===== src/rtl/ovi_pkg.sv =====
// Shared types and codes for the octree voxel path insert block.
package ovi_pkg;

	localparam int POS_W  = 18;
	localparam int ATTR_W = 56;
	localparam int CFG_W  = 5;

	typedef enum logic [2:0] {
		ST_INSERTED = 3'd0,
		ST_PRESENT  = 3'd1,
		ST_RANGE    = 3'd2,
		ST_MISSING  = 3'd3,
		ST_FULL     = 3'd4,
		ST_NODEPTH  = 3'd5
	} status_t;

	// What one level walk step found.
	typedef enum logic [2:0] {
		EV_PRESENT,
		EV_DFULL,
		EV_LEAF,
		EV_MISSING,
		EV_FOLLOW,
		EV_ALLOC
	} ev_t;

	typedef struct packed {
		logic    load;
		logic    append;
		logic    root;
		logic    rd;
		logic    ev;
		logic    alloc;
		logic    fin;
		logic    push;
		status_t fin_code;
	} ovi_cmd_t;

	typedef struct packed {
		logic bad_range;
		logic attr_full;
		logic no_root;
		logic no_depth;
		logic out_free;
		ev_t  outcome;
	} ovi_stat_t;

endpackage


===== src/rtl/ovi_ctrl.sv =====
// Controller state machine sequencing one insert through the datapath.
module ovi_ctrl import ovi_pkg::*; (
	input  logic      clk,
	input  logic      arst_n,
	input  logic      in_valid,
	output logic      in_ready,
	input  ovi_stat_t stat,
	output ovi_cmd_t  cmd
);

	typedef enum logic [2:0] {
		S_IDLE,
		S_CHECK,
		S_ROOT,
		S_DEPTH,
		S_RD,
		S_EV,
		S_ALLOC,
		S_OUT
	} state_t;

	state_t state_q, state_d;

	always_comb begin
		cmd      = '0;
		cmd.fin_code = ST_INSERTED;
		state_d  = state_q;
		in_ready = 1'b0;
		unique case (state_q)
			S_IDLE: begin
				in_ready = 1'b1;
				if (in_valid) begin
					cmd.load = 1'b1;
					state_d  = S_CHECK;
				end
			end
			S_CHECK: begin
				priority if (stat.bad_range) begin
					cmd.fin = 1'b1;
					cmd.fin_code = ST_RANGE;
					state_d = S_OUT;
				end else if (stat.attr_full) begin
					cmd.fin = 1'b1;
					cmd.fin_code = ST_FULL;
					state_d = S_OUT;
				end else begin
					cmd.append = 1'b1;
					state_d = stat.no_root ? S_ROOT : S_DEPTH;
				end
			end
			S_ROOT: begin
				cmd.root = 1'b1;
				state_d  = S_DEPTH;
			end
			S_DEPTH: begin
				if (stat.no_depth) begin
					cmd.fin = 1'b1;
					cmd.fin_code = ST_NODEPTH;
					state_d = S_OUT;
				end else begin
					state_d = S_RD;
				end
			end
			S_RD: begin
				cmd.rd  = 1'b1;
				state_d = S_EV;
			end
			S_EV: begin
				unique case (stat.outcome)
					EV_PRESENT: begin
						cmd.fin = 1'b1;
						cmd.fin_code = ST_PRESENT;
						state_d = S_OUT;
					end
					EV_DFULL: begin
						cmd.fin = 1'b1;
						cmd.fin_code = ST_FULL;
						state_d = S_OUT;
					end
					EV_MISSING: begin
						cmd.fin = 1'b1;
						cmd.fin_code = ST_MISSING;
						state_d = S_OUT;
					end
					EV_LEAF: begin
						cmd.ev  = 1'b1;
						cmd.fin = 1'b1;
						cmd.fin_code = ST_INSERTED;
						state_d = S_OUT;
					end
					EV_FOLLOW: begin
						cmd.ev  = 1'b1;
						state_d = S_RD;
					end
					EV_ALLOC: begin
						cmd.ev  = 1'b1;
						state_d = S_ALLOC;
					end
					default: begin
						state_d = S_IDLE;
					end
				endcase
			end
			S_ALLOC: begin
				cmd.alloc = 1'b1;
				state_d   = S_RD;
			end
			S_OUT: begin
				if (stat.out_free) begin
					cmd.push = 1'b1;
					state_d  = S_IDLE;
				end
			end
			default: begin
				state_d = S_IDLE;
			end
		endcase
	end

	always_ff @(posedge clk or negedge arst_n) begin
		if (!arst_n) begin
			state_q <= S_IDLE;
		end else begin
			state_q <= state_d;
		end
	end

	property p_fin_to_out;
		@(posedge clk) disable iff (!arst_n) cmd.fin |=> state_q == S_OUT;
	endproperty
	a_fin_to_out: assert property (p_fin_to_out) else $error("finish did not reach output");

	property p_rd_then_ev;
		@(posedge clk) disable iff (!arst_n) cmd.rd |=> state_q == S_EV;
	endproperty
	a_rd_then_ev: assert property (p_rd_then_ev) else $error("read not followed by eval");

	property p_load_idle;
		@(posedge clk) disable iff (!arst_n) cmd.load |-> in_ready;
	endproperty
	a_load_idle: assert property (p_load_idle) else $error("load outside idle");

endmodule


===== config.mk =====
export PLATFORM = sky130hd
export DESIGN_NAME = ovi_ctrl
export DESIGN_NICKNAME = d
export VERILOG_FILES = /design/src/rtl/ovi_pkg.sv /design/src/rtl/ovi_ctrl.sv
export SDC_FILE = /design/constraint.sdc
export NUM_CORES = 1
export LEC_CHECK = 0
export ABC_CLOCK_PERIOD_IN_PS = 1590
export BUFFER_PORTS_ARGS = -buffer_cell sky130_fd_sc_hd__buf_2
export CAP_MARGIN = 10
export CORE_AREA = 2 2 39 41
export DETAILED_ROUTE_END_ITERATION = 8
export DIE_AREA = 0 0 41 43
export MAX_ROUTING_LAYER = met4
export PLACE_DENSITY = 0.62
export SLEW_MARGIN = 20
export SYNTH_ARGS = -nofsm -noshare
export SYNTH_HDL_FRONTEND = slang
export SYNTH_SLANG_ARGS = --single-unit

===== constraint.sdc =====
create_clock -name clk -period 1.59 [get_ports clk]
set_input_delay 0.0795 -clock clk [delete_from_list [all_inputs] [get_ports clk]]
set_output_delay 0.0795 -clock clk [all_outputs]
set_load 0.01 [all_outputs]

==> flow_metrics.env <==
export IMPL_tritoncts_clock_tree="done"
export IMPL_count_of_routing_violations_after_the_opening_detailed_route_iteration=2
export IMPL_power_static_leakage_nw=0.2600
export IMPL_worst_slew_pin_slew_ps=381.9
export IMPL_dieArea_sq_um=1763
export IMPL_peakVddDrop_mv=0.3977
export IMPL_post_synth_inst_count=50
export IMPL_cts_htree_levels=1
export IMPL_setup_viol=0
export IMPL_maximum_operating_frequency_ghz=0.6835
export IMPL_worst_skew_pair_latency_ps=230
export IMPL_required_ps=1510
export IMPL_worst_setup_hold_path_clk_slew_ps=40
export IMPL_syn_area_per_cell_sq_um=7.382
export IMPL_synth_seq_area_share_pct=20.34
export IMPL_cp_start_kind="flop"
export IMPL_maxSlewViolCount=0
export IMPL_final_min_period_over_clock_period_pct=92.01
export IMPL_port_buffers=22
export IMPL_cts_post_setup_buffers_inserted=0
export IMPL_total_power_per_unit_cell_area_nw_per_um2=1666
export IMPL_numClockSinks=3
export IMPL_largest_reg_flops=3
export IMPL_flow_area_growth_from_synthesis_pct=38.64
export IMPL_dominantRegCellSynth="dfrtp_1"
export IMPL_core_area_sq_um=1384
export IMPL_ant_nets=0
export IMPL_maxSlewHeadroom_pct=74.54
export IMPL_synth_async_sr_flop_share_pct=100.0
export IMPL_cts_inserted_buffers=3
export IMPL_drc=0
export IMPL_hold_viol_final=0
export IMPL_post_synth_instance_area_sq_um=369.1
export IMPL_worst_setup_path_type="reg -> out"
export IMPL_fin_tns_setup_ps=0
export IMPL_max_cap_violations=0
export IMPL_postSynthRegisterBits=3
export IMPL_cts_path_max_buffers=2
export IMPL_num_rows=14
export IMPL_track_usage_pct=11.63
export IMPL_endpoint_kind="primary output"
export IMPL_synth_net_count=61
export IMPL_detail_route_wl_per_cell_microns=10.55
export IMPL_initial_antenna_violation_count=0
export IMPL_place_detailed_hpwl_microns=685.9
export IMPL_gpl_final_weighted_congestion=0.6855
export IMPL_wire_length_of_the_first_global_routing_pass_microns=1407
export IMPL_placed_area_sq_um=464.2
export IMPL_run_status="finished, final reports clean"
export IMPL_total_switching_power_mw=0.4102
export IMPL_starting_density_of_the_core_pct=26.67
export IMPL_power_combinational_fraction_pct=54.6
export IMPL_clockRootBuffer="clkbuf_4"
export IMPL_period_minus_slack_ps=1463
export IMPL_detail_route_first_pass_iterations=3
export IMPL_first_global_vias=372
export IMPL_viasPerCell=4.685
export IMPL_top_register="state_q"
export IMPL_power_switching_fraction_pct=48.13
export IMPL_ios=23
export IMPL_grt_start_max_net_pins=19
export IMPL_worst_hold_check_path_type="in -> reg"
export IMPL_grt_setup_unrepaired="false"
export IMPL_die_height_microns=43
export IMPL_p_int_mw=0.4422
export IMPL_grt_remaining_overflow=0
export IMPL_postLayoutCellArea_sq_um=511.7
export IMPL_crit_path_max_fanout=10
export IMPL_cp_arrival_ps=1380
export IMPL_layout_top_registers="state_q: 3 flops"
export IMPL_dr_total_vias=417
export IMPL_totalWireLength_microns=939
export IMPL_worst_clock_skew_ps=2.451
export IMPL_yosys_warnings=0
export IMPL_sequentialPowerShare_pct=30.2
export IMPL_synth_lib_cells_used_distinct=28
export IMPL_fraction_of_layout_instances_using_a_drive_strength_above_1_pct=41.10
export IMPL_finalNetCount=85
export IMPL_synth_edf_count=0
export IMPL_die_w_microns=41
export IMPL_power_share_clock_pct=15.2
export IMPL_num_antenna_cells=0
## cells in the final DEF, fill, tap and decap left out, types with 2 or more instances in the layout
cell type	instances
o21ai_0	3
buf_2	22
a21oi_1	2
clkbuf_4	3
and3_1	2
nand2b_1	4
nor3_1	2
nor3b_1	2
nor2_1	3
dfrtp_1	2
nor2b_1	2
inv_1	2
nand2_1	6
a32oi_1	2
## cells by family (layout without fill, tap and decap cells)
kind of cell	count (synthesis)	after routing	synth area share, %
AO/OA/AOI/OAI	12	12	24.75
buffers and inverters	7	30	12.54
flip-flops	3	3	20.34
multiplexers	1	1	2.712
AND/OR/NAND/NOR	27	27	39.66
## metrics by stage
stage	power, mW	hold slack, ps	worst slack [ps]	std cells	util (%)
finish	0.8524	95.58	127.0	89	36.98
global route	0.9367	123.2	17.78	89	36.98
CTS	0.8540	93.61	4.339	89	36.89
detailed placement	0.6918	-124.4	270.3	84	33.54
global placement	0.6888	-123.8	269.5	84	33.54
floorplan	0.6159	-216.1	410.2	50	-
## final timing paths
| kind | startpoint | endpoint | slack [ps] | depth (start not counted) |
|---|---|---|---|---|
| setup / recovery | state_q[0] | cmd[4] | 130 | 5 |
| hold / removal | in_valid | state_q[0] | 100 | 3 |
| setup reg to reg | state_q[2] | state_q[0] | 390 | 4 |
| hold reg to reg | state_q[1] | state_q[1] | 740 | 2 |
| max in group asynchronous | arst_n | state_q[2] | 1290 | 2 |
| min in group asynchronous | arst_n | state_q[1] | 180 | 2 |
## critical path: stages (launching register included)
cell and delay [ps]:
dfrtp_1 510, inv_2 100, nor2_2 170, o311ai_4 140, o21ai_0 90, buf_2 140
## per-layer routing
metal	global-route usage (%)	wire length (microns)
met1	12.86	427
met3	1.571	62
met4	6.000	0
met2	19.06	450
met5	-	0
## timing repair
| action | 4_1_cts | 5_1_grt |
|---|---|---|
| hold endpoints to repair | 3 | 0 |
| hold buffers | 1 | 0 |
| setup endpoints to repair | 1 | 3 |
| gates resized for setup | 1 | 1 |
## power groups by stage
stage | Combinational [mW] | Clock, mW | Sequential, mW
finish | 0.465 | 0.129 | 0.258
detailed placement | 0.444 | 0 | 0.247
floorplan | 0.478 | 0 | 0.138
CTS | 0.470 | 0.133 | 0.251
global route | 0.524 | 0.146 | 0.267
global placement | 0.442 | 0 | 0.247
## Yosys cell counts, types with 2 or more instances
library cell / instances / area, sq um
and3_1: 2 / 12.51
nor3b_1: 2 / 15.01
nor2_1: 3 / 11.26
nand2_1: 6 / 22.52
inv_1: 2 / 7.510
buf_6: 2 / 22.52
dfrtp_1: 3 / 75.07
o21ai_0: 3 / 15.01
nor3_1: 2 / 10.01
nor2b_1: 2 / 12.51
a21oi_1: 2 / 10.01
nand2b_1: 4 / 25.02
a32oi_1: 2 / 17.52
## cell type report
type | instances | area [sq um]
inverter | 3 | 11.26
clock buffer | 4 | 26.28
fill | 153 | 872.1
sequential | 3 | 76.32
multi-input combinational | 40 | 257.7
tap | 16 | 20.02
timing repair buffer | 23 | 120.1
Power figures use the tool's default switching activity.
